--- src/rtl/sobel_gradient_3x3_core_assert.svh ---
// ----------------------------------------------------------------------------
// sobel_gradient_3x3_core_assert.svh
// Assertion macros shared by the Sobel gradient core.
// ----------------------------------------------------------------------------
`ifndef SOBEL_GRADIENT_3X3_CORE_ASSERT_SVH
`define SOBEL_GRADIENT_3X3_CORE_ASSERT_SVH

// same-cycle implication
`define SGC_ASSERT_IMP(lbl, clk_s, rst_s, ante, cons, msg) \
  lbl: assert property (@(posedge clk_s) disable iff (!rst_s) (ante) |-> (cons)) \
    else $error(msg);

// next-cycle implication
`define SGC_ASSERT_NXT(lbl, clk_s, rst_s, ante, cons, msg) \
  lbl: assert property (@(posedge clk_s) disable iff (!rst_s) (ante) |=> (cons)) \
    else $error(msg);

`endif

--- src/rtl/sgc_pkg.sv ---
// ----------------------------------------------------------------------------
// sgc_pkg
// Types and constants of the 3x3 Sobel gradient core.
// ----------------------------------------------------------------------------
package sgc_pkg;

  localparam int unsigned MAX_WIDTH = 4096;
  localparam int unsigned PIXEL_BITS = 16;
  localparam int unsigned ADDR_W = $clog2(MAX_WIDTH);
  localparam int unsigned PIX_W = 16;
  localparam int unsigned COORD_W = 12;
  localparam int unsigned LW_W = 13;
  localparam int unsigned SUM_W = PIX_W + 3;
  localparam int unsigned IN_TDATA_W = 16;
  localparam int unsigned OUT_TDATA_W = 40;
  localparam int unsigned CFG_IDX_W = 1;

  localparam int unsigned QDEPTH = 4;
  localparam int unsigned QPTR_W = $clog2(QDEPTH);
  localparam int unsigned QCNT_W = $clog2(QDEPTH + 1);

  localparam logic [LW_W-1:0] LW_MIN = LW_W'(3);
  localparam logic [LW_W-1:0] LW_MAX = LW_W'(MAX_WIDTH);
  localparam logic [LW_W-1:0] LW_RESET = LW_W'(640);
  localparam logic [COORD_W-1:0] ROW_SAT = '1;
  localparam logic [COORD_W-1:0] EDGE_MIN = COORD_W'(2);
  localparam logic [PIX_W-1:0] PIX_MASK = PIX_W'((32'd1 << PIXEL_BITS) - 32'd1);
  localparam logic signed [SUM_W-1:0] GRAD_MAX = SUM_W'(65535);

  localparam logic DIR_HORIZ = 1'b0;
  localparam logic DIR_VERT = 1'b1;

  localparam logic [CFG_IDX_W-1:0] CFG_DIRECTION = 1'b0;
  localparam logic [CFG_IDX_W-1:0] CFG_LINE_WIDTH = 1'b1;

  typedef struct packed {
    logic [PIX_W-1:0] px_top;
    logic [PIX_W-1:0] px_mid;
    logic [PIX_W-1:0] px_bot;
    logic [COORD_W-1:0] col;
    logic [COORD_W-1:0] row;
    logic emit;
  } sgc_item_t;

endpackage

--- src/rtl/sgc_fifo.sv ---
// ----------------------------------------------------------------------------
// sgc_fifo
// Short queue of classified items between intake and kernel stage.
// ----------------------------------------------------------------------------
module sgc_fifo (
  input  logic                       clk,
  input  logic                       rst_n,
  input  logic                       push,
  input  sgc_pkg::sgc_item_t         push_item,
  input  logic                       pop,
  output logic                       head_valid,
  output sgc_pkg::sgc_item_t         head_item,
  output logic [sgc_pkg::QCNT_W-1:0] count
);
  import sgc_pkg::*;

  sgc_item_t         mem_r [QDEPTH];
  logic [QPTR_W-1:0] wr_ptr_r, rd_ptr_r;
  logic [QCNT_W-1:0] count_r, count_nxt;

  always_comb begin
    count_nxt = count_r;
    if (push && !pop) begin
      count_nxt = count_r + QCNT_W'(1);
    end else if (pop && !push) begin
      count_nxt = count_r - QCNT_W'(1);
    end
  end

  always_ff @(posedge clk) begin
    if (!rst_n) begin
      wr_ptr_r <= '0;
      rd_ptr_r <= '0;
      count_r <= '0;
    end else begin
      count_r <= count_nxt;
      if (push) begin
        wr_ptr_r <= wr_ptr_r + QPTR_W'(1);
      end
      if (pop) begin
        rd_ptr_r <= rd_ptr_r + QPTR_W'(1);
      end
    end
  end

  always_ff @(posedge clk) begin
    if (push) begin
      mem_r[wr_ptr_r] <= push_item;
    end
  end

  assign head_valid = (count_r != '0);
  assign head_item = mem_r[rd_ptr_r];
  assign count = count_r;

endmodule

--- config.mk ---
export PLATFORM = sky130hd
export DESIGN_NAME = sgc_fifo
export DESIGN_NICKNAME = d
export VERILOG_FILES = /design/src/rtl/sobel_gradient_3x3_core_assert.svh /design/src/rtl/sgc_pkg.sv /design/src/rtl/sgc_fifo.sv
export SDC_FILE = /design/constraint.sdc
export NUM_CORES = 1
export LEC_CHECK = 0
export ABC_AREA = 1
export BUFFER_PORTS_ARGS = -buffer_cell sky130_fd_sc_hd__buf_2
export CORE_ASPECT_RATIO = 1.25
export CORE_MARGIN = 1.5
export CORE_UTILIZATION = 61
export DETAILED_ROUTE_END_ITERATION = 10
export HOLD_SLACK_MARGIN = 0.05
export MAX_ROUTING_LAYER = met4
export PLACE_DENSITY = 0.82
export SLEW_MARGIN = 20
export SYNTH_ARGS = -nofsm -noshare
export SYNTH_HDL_FRONTEND = slang
export SYNTH_SLANG_ARGS = --single-unit
export TNS_END_PERCENT = 5
--- constraint.sdc ---
create_clock -name clk -period 6.1 [get_ports clk]
set_clock_uncertainty 0.15 [all_clocks]
set_input_delay 1.22 -clock clk [delete_from_list [all_inputs] [get_ports clk]]
set_output_delay 1.22 -clock clk [all_outputs]
set_load 0.02 [all_outputs]
Word level (Yosys, flattened, before mapping) --
Memories as Yosys holds them, arrays and structs flattened. A register that Yosys moved wholly into a read port is not among the register bits. Index checks and enable logic that the tools add are counted.
Word-level totals: register bits after elaboration 7, bits in writable memories 292, input bits 77, output and inout bits 77, logic and storage cells 20, memories kept 1
Cells by class: add/subtract/negate cells 4, multiplexer cells 6, reductions and logical operators 6
Memories:
- mem_r | depth 4, width 73, read ports 1, clocked after memory_dff 1, write ports 1, line sgc_fifo.sv:17 | sgc_item_t mem_r [QDEPTH];
Operators with widths (number):
- $mux W3 | 2
- $add A2 B1 Y2 const B | 2
- $mux W2 | 2
- $add A3 B1 Y3 const B | 1
- $reduce_bool A3 Y1 | 1
- $sub A3 B1 Y3 const B | 1
- $logic_and A1 B1 Y1 | 2
- $logic_not A1 Y1 | 2
- $mux W1 | 2
- $reduce_bool A2 Y1 | 1

Logic depth before layout (Yosys ltp) --
depth in word-level cells 4, gate-level depth with buffers 10, mapped depth without buffers 10

Worst setup path after synthesis --
Ideal clock, no wire load.
kind in2reg, from input push, to memory mem_r[0][0] (netlist bit) (enable), setup time 0.427 ns, arrival time 2.670 ns, required time 5.523 ns, path slack 2.853 ns, stages 2, buffers on the path 0, cell sequence nand2_1 > inv_1
Between the ends: word-level cells in the longest chain between the ends 2
Ends and longest elaborated chain:
- start, declared | line sgc_fifo.sv:8 | input logic push,
- $mux W1 | line sgc_fifo.sv:47 | if (push) begin
- $mux W1 (not written as such) | line sgc_fifo.sv:48 | mem_r[wr_ptr_r] <= push_item;
- end, declared | line sgc_fifo.sv:17
Every way passes these cells.

==> flow_summary.ini <==
[timing]
setup_violations = 0
hold_violations = 0
slew_headroom_pct = 42.7
layout_setup_ws_ps = 1710
rsz0062_at_grt = no
slew_violations = 0
period_minus_slack_ps = 4390
fmax_ghz = 0.228
tns_ps = 0
worst_pin_slew_ps = 860
min_period_over_period_pct = 72.0

[logic_synthesis]
async_reset_ff_share_pct = 0
synth_nets = 847
syn-cell-area_um2 = 11300
synth.most_common_cell = edfxtp_1
synth_ff_type = edfxtp_1
avgSynthCellArea_um2 = 14.8
synth_top_area_share_pct = 77.8
netlist_instances = 764
ys_seq_area_share_pct = 79.4
yosys-top-cells-count = edfxtp_1, nor2_1, o21ai_0
yosys_warnings = 0
synth_area_leaders = edfxtp_1, nor2_1, o22ai_1
ys_ff_latch = 301
synth_top_cell_by_area = edfxtp_1
ys_types = 20
synth-edff-count = 292

[critical_path]
crit_path_start_kind = flip-flop
worst_ep_required_time_ps = 4730
crit_fanout = 78
path_class = reg -> out
reg2reg_to = mem_r[0][45]
r2r_setup_slack_ps = 3660
cp.arrival_ps = 3020
cp-end-kind = output pin
r2r_cells = 5
r2r_start = wr_ptr_r[0]
crit_end = head_item[25]

[clock_tree]
cts_tree = done
clock_path_buffers = 3
cts.repair.resized = 0
clock_sinks = 301
cts_setup_buffers = 0
cts_buffers = 27
clk_pin_slew_ps = 60
ctsHoldBuffers = 0
clk-insertion-delay-late_ps = 520
root_buffer = clkbuf_16
htree_levels = 1

[detailed_routing]
drt_iter0_drc = 532
drc = 0
dr.pass1.iters = 5
wirelength_mm = 21.7
avgRoutedWirePerCell_um = 18.7
vias = 6744
ant_nets = 0
via_per_inst = 5.81

[grt]
grt_antenna_before_repair = 3
grt_use_total_pct = 22.6
grt_pass1_vias = 6719
grt_pass1_wl_mm = 33.4
grt_max_degree = 79
overflow = 0

[cells_and_area]
fin_area_um2 = 13000
layout.nets = 991
num-fill-cells = 1171
multi_input_area_um2 = 1940
drive_gt1_share_pct = 22.9
fin_cells = 1161
areaGrowthSynthToFinish_pct = 15.2
regArea_um2 = 8950

[place]
dpl.hpwl_mm = 12.0
globalplace.congestion = 0.745
dp_cells = 1107
port_buffers = 153
dpl-instance-area_um2 = 12100
place_ws_ps = 2320

[floorplanning]
core_um2 = 18100
io_pins = 154
initial_core_util_pct = 62.3
die_area_um2 = 19300
fp.dieH_um = 155
die_w_um = 125
rows = 55

[power]
total_power_mw = 4.52
power_density_nw_per_um2 = 348
peakVddDrop_mv = 0.285
cellLeakagePower_nw = 4.58

[outcome]
status = completed

[hold_path]
worstHoldPathType = reg -> reg

[flow_run]
max_cap_viol_count = 0
[through the flow]
stage / util (%) / hold slack [ps]
5_1_grt: 71.8 / 334
2_1_floorplan: - / 262
3_3_place_gp: 66.8 / 264
3_5_place_dp: 66.8 / 276
6_report: 71.8 / 292
4_1_cts: 71.7 / 292
[kinds of logic (layout without fill, tap and decap cells)]
| kind of cell | after synthesis | count (layout) | synth area share, % |
|---|---|---|---|
| DFF | 301 | 301 | 79.4 |
| and+or+nand+nor | 164 | 164 | 5.49 |
| AOI/OAI and AO/OA | 229 | 229 | 11.0 |
| adders and majority gates | 6 | 6 | 0.732 |
| buffers and inverters | 64 | 229 | 3.44 |
| other | 0 | 4 | 0 |
[worst min path at each step]
| stage | start | to | cells after the start |
|---|---|---|---|
| finish | rd_ptr_r[1] | flip-flop | 1 |
| global route | rd_ptr_r[1] | flip-flop | 1 |
| CTS | rd_ptr_r[1] | flip-flop | 1 |
| detailed placement | rd_ptr_r[1] | flip-flop | 1 |
| global placement | rd_ptr_r[1] | flip-flop | 1 |
| floorplan | rd_ptr_r[1] | flip-flop | 1 |
[registers in the layout, summed over array words and instances, names as in the netlist, named ones only]
| name | cells |
|---|---|
| count | 3 |
| mem_r | 292 |
| rd_ptr_r | 2 |
| wr_ptr_r | 2 |
[critical path: stages, from the launching register on]
cell	delay, ps
dfxtp_4	560
inv_4	720
buf_4	560
o21ai_1	150
o22ai_1	250
buf_2	220
[layer usage]
metal | track usage (%) | up-vias | wire, um
met4 | 8.10 | 0 | 544
met3 | 4.20 | 40 | 1650
met2 | 39.1 | 254 | 11200
li1 | - | 3167 | -
met1 | 26.7 | 3283 | 8280
met5 | - | - | 0
[cells in the final DEF (no fill, tap or decap), types with 7 or more instances in the layout]
| cell | instances |
|---|---|
| buf_2 | 153 |
| dfxtp_1 | 7 |
| buf_4 | 9 |
| nor2_1 | 152 |
| o21ai_1 | 67 |
| o22ai_1 | 73 |
| o21ai_0 | 85 |
| edfxtp_1 | 292 |
| inv_1 | 11 |
| clkbuf_16 | 27 |
| nand2_1 | 10 |
| clkinv_2 | 9 |
[power breakdown]
group | switching [mW] | internal [mW] | total [mW]
Combinational | 0.312 | 0.131 | 0.443
Sequential | 0.0320 | 2.36 | 2.39
Clock | 0.706 | 0.980 | 1.69
[layout make-up]
class                   count  area share [%]
flip-flops and latches    301            68.9
well taps                 228            2.20
clock buffers              35            5.66
multi-input cells         399            14.9
repair buffers            162            6.41
diodes                      4          0.0771
inverters                  17           0.549
clock inverters            15            1.24
No activity file was read; power rests on OpenSTA's default activity.
