`src/rtl/sobel_gradient_3x3_core_assert.svh`:
```
// ----------------------------------------------------------------------------
// sobel_gradient_3x3_core_assert.svh
// Assertion macros shared by the Sobel gradient core.
// ----------------------------------------------------------------------------
`ifndef SOBEL_GRADIENT_3X3_CORE_ASSERT_SVH
`define SOBEL_GRADIENT_3X3_CORE_ASSERT_SVH

// same-cycle implication
`define SGC_ASSERT_IMP(lbl, clk_s, rst_s, ante, cons, msg) \
  lbl: assert property (@(posedge clk_s) disable iff (!rst_s) (ante) |-> (cons)) \
    else $error(msg);

// next-cycle implication
`define SGC_ASSERT_NXT(lbl, clk_s, rst_s, ante, cons, msg) \
  lbl: assert property (@(posedge clk_s) disable iff (!rst_s) (ante) |=> (cons)) \
    else $error(msg);

`endif

```
`src/rtl/sgc_pkg.sv`:
```
// ----------------------------------------------------------------------------
// sgc_pkg
// Types and constants of the 3x3 Sobel gradient core.
// ----------------------------------------------------------------------------
package sgc_pkg;

  localparam int unsigned MAX_WIDTH = 4096;
  localparam int unsigned PIXEL_BITS = 16;
  localparam int unsigned ADDR_W = $clog2(MAX_WIDTH);
  localparam int unsigned PIX_W = 16;
  localparam int unsigned COORD_W = 12;
  localparam int unsigned LW_W = 13;
  localparam int unsigned SUM_W = PIX_W + 3;
  localparam int unsigned IN_TDATA_W = 16;
  localparam int unsigned OUT_TDATA_W = 40;
  localparam int unsigned CFG_IDX_W = 1;

  localparam int unsigned QDEPTH = 4;
  localparam int unsigned QPTR_W = $clog2(QDEPTH);
  localparam int unsigned QCNT_W = $clog2(QDEPTH + 1);

  localparam logic [LW_W-1:0] LW_MIN = LW_W'(3);
  localparam logic [LW_W-1:0] LW_MAX = LW_W'(MAX_WIDTH);
  localparam logic [LW_W-1:0] LW_RESET = LW_W'(640);
  localparam logic [COORD_W-1:0] ROW_SAT = '1;
  localparam logic [COORD_W-1:0] EDGE_MIN = COORD_W'(2);
  localparam logic [PIX_W-1:0] PIX_MASK = PIX_W'((32'd1 << PIXEL_BITS) - 32'd1);
  localparam logic signed [SUM_W-1:0] GRAD_MAX = SUM_W'(65535);

  localparam logic DIR_HORIZ = 1'b0;
  localparam logic DIR_VERT = 1'b1;

  localparam logic [CFG_IDX_W-1:0] CFG_DIRECTION = 1'b0;
  localparam logic [CFG_IDX_W-1:0] CFG_LINE_WIDTH = 1'b1;

  typedef struct packed {
    logic [PIX_W-1:0] px_top;
    logic [PIX_W-1:0] px_mid;
    logic [PIX_W-1:0] px_bot;
    logic [COORD_W-1:0] col;
    logic [COORD_W-1:0] row;
    logic emit;
  } sgc_item_t;

endpackage

```
`src/rtl/sgc_back.sv`:
```
// ----------------------------------------------------------------------------
// sgc_back
// Window shift, Sobel kernel, clamp and output register.
// ----------------------------------------------------------------------------
module sgc_back (
  input  logic                             clk,
  input  logic                             rst_n,
  input  logic                             head_valid,
  input  sgc_pkg::sgc_item_t               head_item,
  output logic                             pop,
  input  logic                             direction,
  output logic                             out_tvalid,
  input  logic                             out_tready,
  output logic [sgc_pkg::OUT_TDATA_W-1:0]  out_tdata
);
  import sgc_pkg::*;

  logic [PIX_W-1:0] w1_t_r, w1_m_r, w1_b_r;
  logic [PIX_W-1:0] w2_t_r, w2_m_r, w2_b_r;
  logic             out_valid_r;
  logic [PIX_W-1:0] grad_r, grad_nxt;
  logic [COORD_W-1:0] col_r, row_r;

  logic signed [SUM_W-1:0] c0t, c0m, c0b, c1t, c1b, c2t, c2m, c2b;
  logic signed [SUM_W-1:0] sum;

  assign pop = head_valid && (!out_valid_r || out_tready);

  assign c0t = $signed(SUM_W'(w1_t_r));
  assign c0m = $signed(SUM_W'(w1_m_r));
  assign c0b = $signed(SUM_W'(w1_b_r));
  assign c1t = $signed(SUM_W'(w2_t_r));
  assign c1b = $signed(SUM_W'(w2_b_r));
  assign c2t = $signed(SUM_W'(head_item.px_top));
  assign c2m = $signed(SUM_W'(head_item.px_mid));
  assign c2b = $signed(SUM_W'(head_item.px_bot));

  always_comb begin
    if (direction == DIR_VERT) begin
      sum = (c0b - c0t) + ((c1b - c1t) <<< 1) + (c2b - c2t);
    end else begin
      sum = (c2t - c0t) + ((c2m - c0m) <<< 1) + (c2b - c0b);
    end
    if (sum < 0) begin
      grad_nxt = '0;
    end else if (sum > GRAD_MAX) begin
      grad_nxt = GRAD_MAX[PIX_W-1:0];
    end else begin
      grad_nxt = sum[PIX_W-1:0];
    end
  end

  always_ff @(posedge clk) begin
    if (!rst_n) begin
      out_valid_r <= 1'b0;
      w1_t_r <= '0;
      w1_m_r <= '0;
      w1_b_r <= '0;
      w2_t_r <= '0;
      w2_m_r <= '0;
      w2_b_r <= '0;
    end else if (pop) begin
      out_valid_r <= head_item.emit;
      w1_t_r <= w2_t_r;
      w1_m_r <= w2_m_r;
      w1_b_r <= w2_b_r;
      w2_t_r <= head_item.px_top;
      w2_m_r <= head_item.px_mid;
      w2_b_r <= head_item.px_bot;
    end else if (out_tready) begin
      out_valid_r <= 1'b0;
    end
  end

  always_ff @(posedge clk) begin
    if (pop && head_item.emit) begin
      grad_r <= grad_nxt;
      col_r <= head_item.col;
      row_r <= head_item.row;
    end
  end

  assign out_tvalid = out_valid_r;
  assign out_tdata = {row_r, col_r, grad_r};

endmodule

```
`config.mk`:
```
export PLATFORM = sky130hd
export DESIGN_NAME = sgc_back
export DESIGN_NICKNAME = d
export VERILOG_FILES = /design/src/rtl/sobel_gradient_3x3_core_assert.svh /design/src/rtl/sgc_pkg.sv /design/src/rtl/sgc_back.sv
export SDC_FILE = /design/constraint.sdc
export NUM_CORES = 1
export LEC_CHECK = 0
export BUFFER_PORTS_ARGS = -buffer_cell sky130_fd_sc_hd__buf_2
export CAP_MARGIN = 20
export CORE_MARGIN = 1.5
export CORE_UTILIZATION = 25
export DETAILED_ROUTE_END_ITERATION = 10
export PLACE_DENSITY = 0.47
export SYNTH_ARGS = -nofsm -noshare
export SYNTH_HDL_FRONTEND = slang
export SYNTH_SLANG_ARGS = --single-unit
```
`constraint.sdc`:
```
create_clock -name clk -period 13.3 [get_ports clk]
set_clock_uncertainty 0.15 [all_clocks]
set_input_delay 0.665 -clock clk [delete_from_list [all_inputs] [get_ports clk]]
set_output_delay 0.665 -clock clk [all_outputs]
set_load 0.05 [all_outputs]
```
# After elaboration in Yosys (flattened, before gate mapping)
# Index checks and enable logic that the tools add are counted.
# op_classes
multipliers	0
order_cmp	2
add_sub_neg	10
n_bitwise	0
n_reduce_logical	5
div_mod_pow	0
muxes	4
eq_ne	0
shifts	0
# ops
op	count
$sub A16 B16 Y17	6
$add A17 B18 Y19	2
$add A19 B17 Y19	2
$gt A19 B17 Y1 const B	1
$lt A19 B1 Y1 const B	1
$mux W19	1
$mux W16	1
$logic_and A1 B1 Y1	2
$mux W1	2
$reduce_bool A2 Y1	1
$logic_not A1 Y1	1
$logic_or A1 B1 Y1	1
# word_totals
ff_bits	137
out_inout_bits	42
ram_bits	0
mem_count	0
mem_bits_ro	0
latchBits	0

# Logic depth before layout (Yosys ltp)
# depth
word_depth	6
ltp_mapped	24
ltp_nobuf	23

# Least setup slack after synthesis
# No wires, ideal clock.
# synth_timing
kind	input-to-reg
from	input head_item[25] (netlist bit)
to	register grad_r[10] (data pin)
path_stages	22
path_buffers	1
required_ns	12.886
path_slack_ns	7.674
t_arrival_ns	5.213
path_cell_list	inv_1 ha_1 inv_1 fa_1 a21o_1 a21oi_1 o21ai_0 a31oi_1 o21bai_1 a2111o_1 a41oi_1 xor2_1 fa_1 inv_1 ha_1 and3_1 a31oi_4 a21oi_1 xnor2_1 mux2i_1 buf_2 a21oi_2
# synth_between
elab_chain_cells	5
# synth_rtl
element	line	source
start: declaration	sgc_back.sv:9	input sgc_pkg::sgc_item_t head_item,
$sub A16 B16 Y17 (on tied branches)	sgc_back.sv:42, sgc_back.sv:40	
$add A19 B17 Y19 (on tied branches)	sgc_back.sv:42, sgc_back.sv:40	
$mux W19 (*)	sgc_back.sv:39	if (direction == DIR_VERT) begin
$gt A19 B17 Y1	sgc_back.sv:46	end else if (sum > GRAD_MAX) begin
$mux W16	sgc_back.sv:46	
end signal: assignment	sgc_back.sv:77	grad_r <= grad_nxt;
end: declaration	sgc_back.sv:21	logic [PIX_W-1:0] grad_r, grad_nxt;
# Mark *: on every way between the ends. The rest lies on a longest branch, timed or not.
# A chain may end at the register's enable or synchronous reset.

# Worst setup path after layout
# layout_timing
from	register w1_b_r[0]
to	register grad_r[12] (data pin)
# layout_between
elab_chain_cells	6
# layout_rtl
element	line	source
start: declaration	sgc_back.sv:18	logic [PIX_W-1:0] w1_t_r, w1_m_r, w1_b_r;
start signal: assignment	sgc_back.sv:66	w1_b_r <= w2_b_r;
$sub A16 B16 Y17	sgc_back.sv:40	sum = (c0b - c0t) + ((c1b - c1t) <<< 1) + (c2b - c2t);
$add A17 B18 Y19	sgc_back.sv:40	
$add A19 B17 Y19	sgc_back.sv:40	
$mux W19 (*)	sgc_back.sv:39	
$gt A19 B17 Y1	sgc_back.sv:46	
$mux W16	sgc_back.sv:46	
# Marked as above.

==> flow_metrics.env <==
export IMPL_run_status="finished, final reports clean"
export IMPL_hpwl_um=27600
export IMPL_edff_count_synth=40
export IMPL_final_max_slew_viol_count=0
export IMPL_areaGrowthSynthToFinish_pct=15.6
export IMPL_floorplan_rows=79
export IMPL_finalCritPeriodShare_pct=45.8
export IMPL_crit_type="reg2reg"
export IMPL_synth_largest_area_cell="dfxtp_1"
export IMPL_yosysWarningCount=0
export IMPL_worst_skew_pair_latency_ns=0.49
export IMPL_via_per_inst=4.55
export IMPL_place_gp_congestion=0.841
export IMPL_post_cts_hold_buffer_count=0
export IMPL_sinks_on_the_clock_net=137
export IMPL_synth_area_um2=11800
export IMPL_postLayoutCoreUtil_pct=29.2
export IMPL_max_freq_mhz=164
export IMPL_number_of_hold_violations_in_the_final_report=0
export IMPL_antenna_violating_nets_left=0
export IMPL_hold_path_class="in2reg"
export IMPL_crit_chain="inv_1 > ha_1 > inv_1 > fa_1 > a21o_1 > a21oi_1 > nand2b_1 > a2111oi_0 > nor3_1 > or3_1 > xor2_1 > fa_1 > inv_1 > ha_1 > nand2_1 > o21ai_0 > o211ai_1 > and4_1 > nor4_1 > a211o_4 > a31oi_1"
export IMPL_crit_buf_inv=3
export IMPL_core_area_um2=46500
export IMPL_setup_buffers_after_cts=0
export IMPL_timing_critical_path_max_delay_family="compound AO/OA/AOI/OAI gates"
export IMPL_p_per_area_nw_per_um2=184
export IMPL_route_met3_wl_um=1430
export IMPL_worst_slew_margin_rel_pct=39.6
export IMPL_share_clk_of_total_power_pct=19.0
export IMPL_grt_max_degree=98
export IMPL_wl_per_cell_um=15.6
export IMPL_switchingPower_w=0.00115
export IMPL_vias_in_the_first_global_route=9641
export IMPL_synth_ff_type="dfxtp_1"
export IMPL_ys_ff_latch=137
export IMPL_cp_slowest_stage_delay_ns=0.74
export IMPL_slowest_stage="a2111oi_0"
export IMPL_cts_path_max_buffers=2
export IMPL_cp_data_arrival_time_ns=6.16
export IMPL_synth_async_sr_flop_share_pct=0
export IMPL_grt_antenna_before_repair=3
export IMPL_synth_top_area_cells="dfxtp_1, ha_1, edfxtp_1"
export IMPL_yosysUniqueCellTypes=60
export IMPL_report_final_setup_viol=0
export IMPL_critPathLaunchType="flop"
export IMPL_htree_num_levels=4
export IMPL_worst_ir_drop_vdd_uv=88.7
export IMPL_share_of_post_route_cells_with_drive_strength_above_1_pct=11.9
export IMPL_routed_wl_um=33800
export IMPL_initial_core_util_pct=25.3
export IMPL_die_height_um=220
export IMPL_place_port_buffers=119
export IMPL_cp_required_ns=13.36
export IMPL_finish_net_count=1792
export IMPL_power_share_sequential_pct=21.1
export IMPL_top_library_cells_by_usage_in_the_layout_fill_and_taps_aside="nand2_1, inv_1, ha_1, buf_2, a21boi_0"
export IMPL_cp_common_cell="inv_1"
export IMPL_cts_resized_gates=0
export IMPL_period_minus_slack_ns=6.09
export IMPL_filler_cell_count=5048
export IMPL_number_of_buffers_inserted_during_clock_tree_synthesis=17
export IMPL_dr_pass1_iters=4
export IMPL_ys_seq_area_share_pct=26.7
export IMPL_power_leakage_nw=5.81
export IMPL_synthesis_instances=1432
export IMPL_number_of_primary_i_o_pins=120
export IMPL_m1WireLength_um=16600
export IMPL_pwr_share_comb_pct=59.9
export IMPL_grt_setup_unrepaired="no"
export IMPL_critical_path_peak_fanout=16
export IMPL_design_die_area_um2=48300
export IMPL_worstMarginPinSlew_ns=0.906
export IMPL_clock_root_buffer="clkbuf_16"
export IMPL_endpoint_kind="flop"
export IMPL_path_clk_slew_ns=0.07
export IMPL_synth_fp_nets=1684
export IMPL_track_usage_pct=14.4
export IMPL_maxUsedRoutingLayer="met5"
export IMPL_netSwitchingFraction_pct=46.0
export IMPL_cts_tree="done"
export IMPL_setup_tns_final_ns=0
export IMPL_avgSynthCellArea_um2=8.21
export IMPL_dr_wl_met2_um=14400
export IMPL_grt_first_pass_wirelength_um=52100
export IMPL_drcViolationCount=0
export IMPL_final_common_cell="nand2_1"
export IMPL_via_count=9820
export IMPL_cell_internal_pwr_w=0.00135
export IMPL_drt_first_iter_violations=494
export IMPL_grt_ovfl_total=0
export IMPL_fp_dieW_um=220
export IMPL_drv_max_cap_violation_count=0
export IMPL_antennaDiodeCount=0
export IMPL_synth_largest_type_area_fraction_pct=16.5
-- metal layers --
metal  vias to the layer above  GRT usage [%]
met2                       154           21.8
met5                         -              0
met4                         6           7.57
li1                       5077              -
met3                        53           3.52
met1                      4530           18.9
-- through the flow --
step	total power (W)	std cells	setup slack (ns)	instance area, um2	hold slack [ns]
6_report	0.00250	2159	7.21	13600	0.210
5_1_grt	0.00272	2159	6.80	13600	0.178
4_1_cts	0.00253	2158	6.99	13600	0.163
3_5_place_dp	0.00203	2127	6.64	13000	0.309
3_3_place_gp	0.00203	2127	6.74	13000	0.297
2_1_floorplan	0.00169	1432	7.67	11800	0.291
-- synthesized netlist by cell type, types with 6 or more instances --
master / number
nand2_1: 247
inv_1: 185
ha_1: 132
a21boi_0: 101
dfxtp_1: 97
a21oi_1: 78
nor2_1: 68
xor2_1: 59
o21ai_0: 48
xnor2_1: 47
fa_1: 42
nor3_1: 41
edfxtp_1: 40
clkbuf_1: 28
a21o_1: 24
nand3_1: 24
o21a_1: 15
nand2b_1: 14
a211oi_1: 12
a21oi_2: 10
a31oi_1: 8
nor2b_1: 8
o211ai_1: 8
or3_1: 8
mux2i_1: 7
o21bai_1: 6
o41ai_1: 6
-- final timing paths --
path / slack [ns] / from / to / cells after the start
setup / recovery: 7.21 / w1_b_r[0] / grad_r[12] / 21
hold / removal: 0.21 / head_item[2] / row_r[1] / 1
setup reg to reg: 7.21 / w1_b_r[0] / grad_r[12] / 21
hold reg to reg: 0.31 / w1_t_r[6] / w1_t_r[6] / 2
-- worst register-to-register path: cells and delay by family, from the launching register on --
family                     cells  cell delay [ns]
AOI/OAI and AO/OA              7             2.06
and+or+nand+nor                6             1.65
adders and majority gates      4             1.26
DFF                            1             0.37
xor gates and xnor gates       1             0.18
buffers and inverters          3             0.17
-- final cells by class --
class                   instances  area, um2  share of cell area (%)
multi-input cells            1074       7780                    57.3
flip-flops and latches        137       3140                    23.1
well taps                     607        759                    5.59
inverters                     186        699                    5.15
repair buffers                124        637                    4.69
clock buffers                  20        478                    3.52
clock inverters                11       82.6                   0.608
-- registers in the layout, indices dropped and copies added (netlist names) --
register	cells
grad_r	16
w1_t_r	16
w1_b_r	16
w2_m_r	16
row_r	12
col_r	12
w1_m_r	16
out_tvalid	1
w2_b_r	16
w2_t_r	16
-- cells by family after synthesis --
| family | Yosys count | synth area share, % |
|---|---|---|
| AOI/OAI and AO/OA | 353 | 20.6 |
| xor gates and xnor gates | 106 | 7.90 |
| adders and majority gates | 174 | 21.2 |
| buffers and inverters | 221 | 7.13 |
| DFF | 137 | 26.7 |
| muxes | 7 | 0.596 |
| and+or+nand+nor | 434 | 15.8 |
-- power by group through the flow --
stage          Sequential [W]  Clock [W]  Combinational [W]
6_report             0.000527   0.000475            0.00150
5_1_grt              0.000533   0.000509            0.00167
4_1_cts              0.000530   0.000497            0.00150
3_5_place_dp         0.000539          0            0.00150
3_3_place_gp         0.000541          0            0.00149
2_1_floorplan        0.000637          0            0.00105
Note: power is estimated with default switching activity, not from simulation.
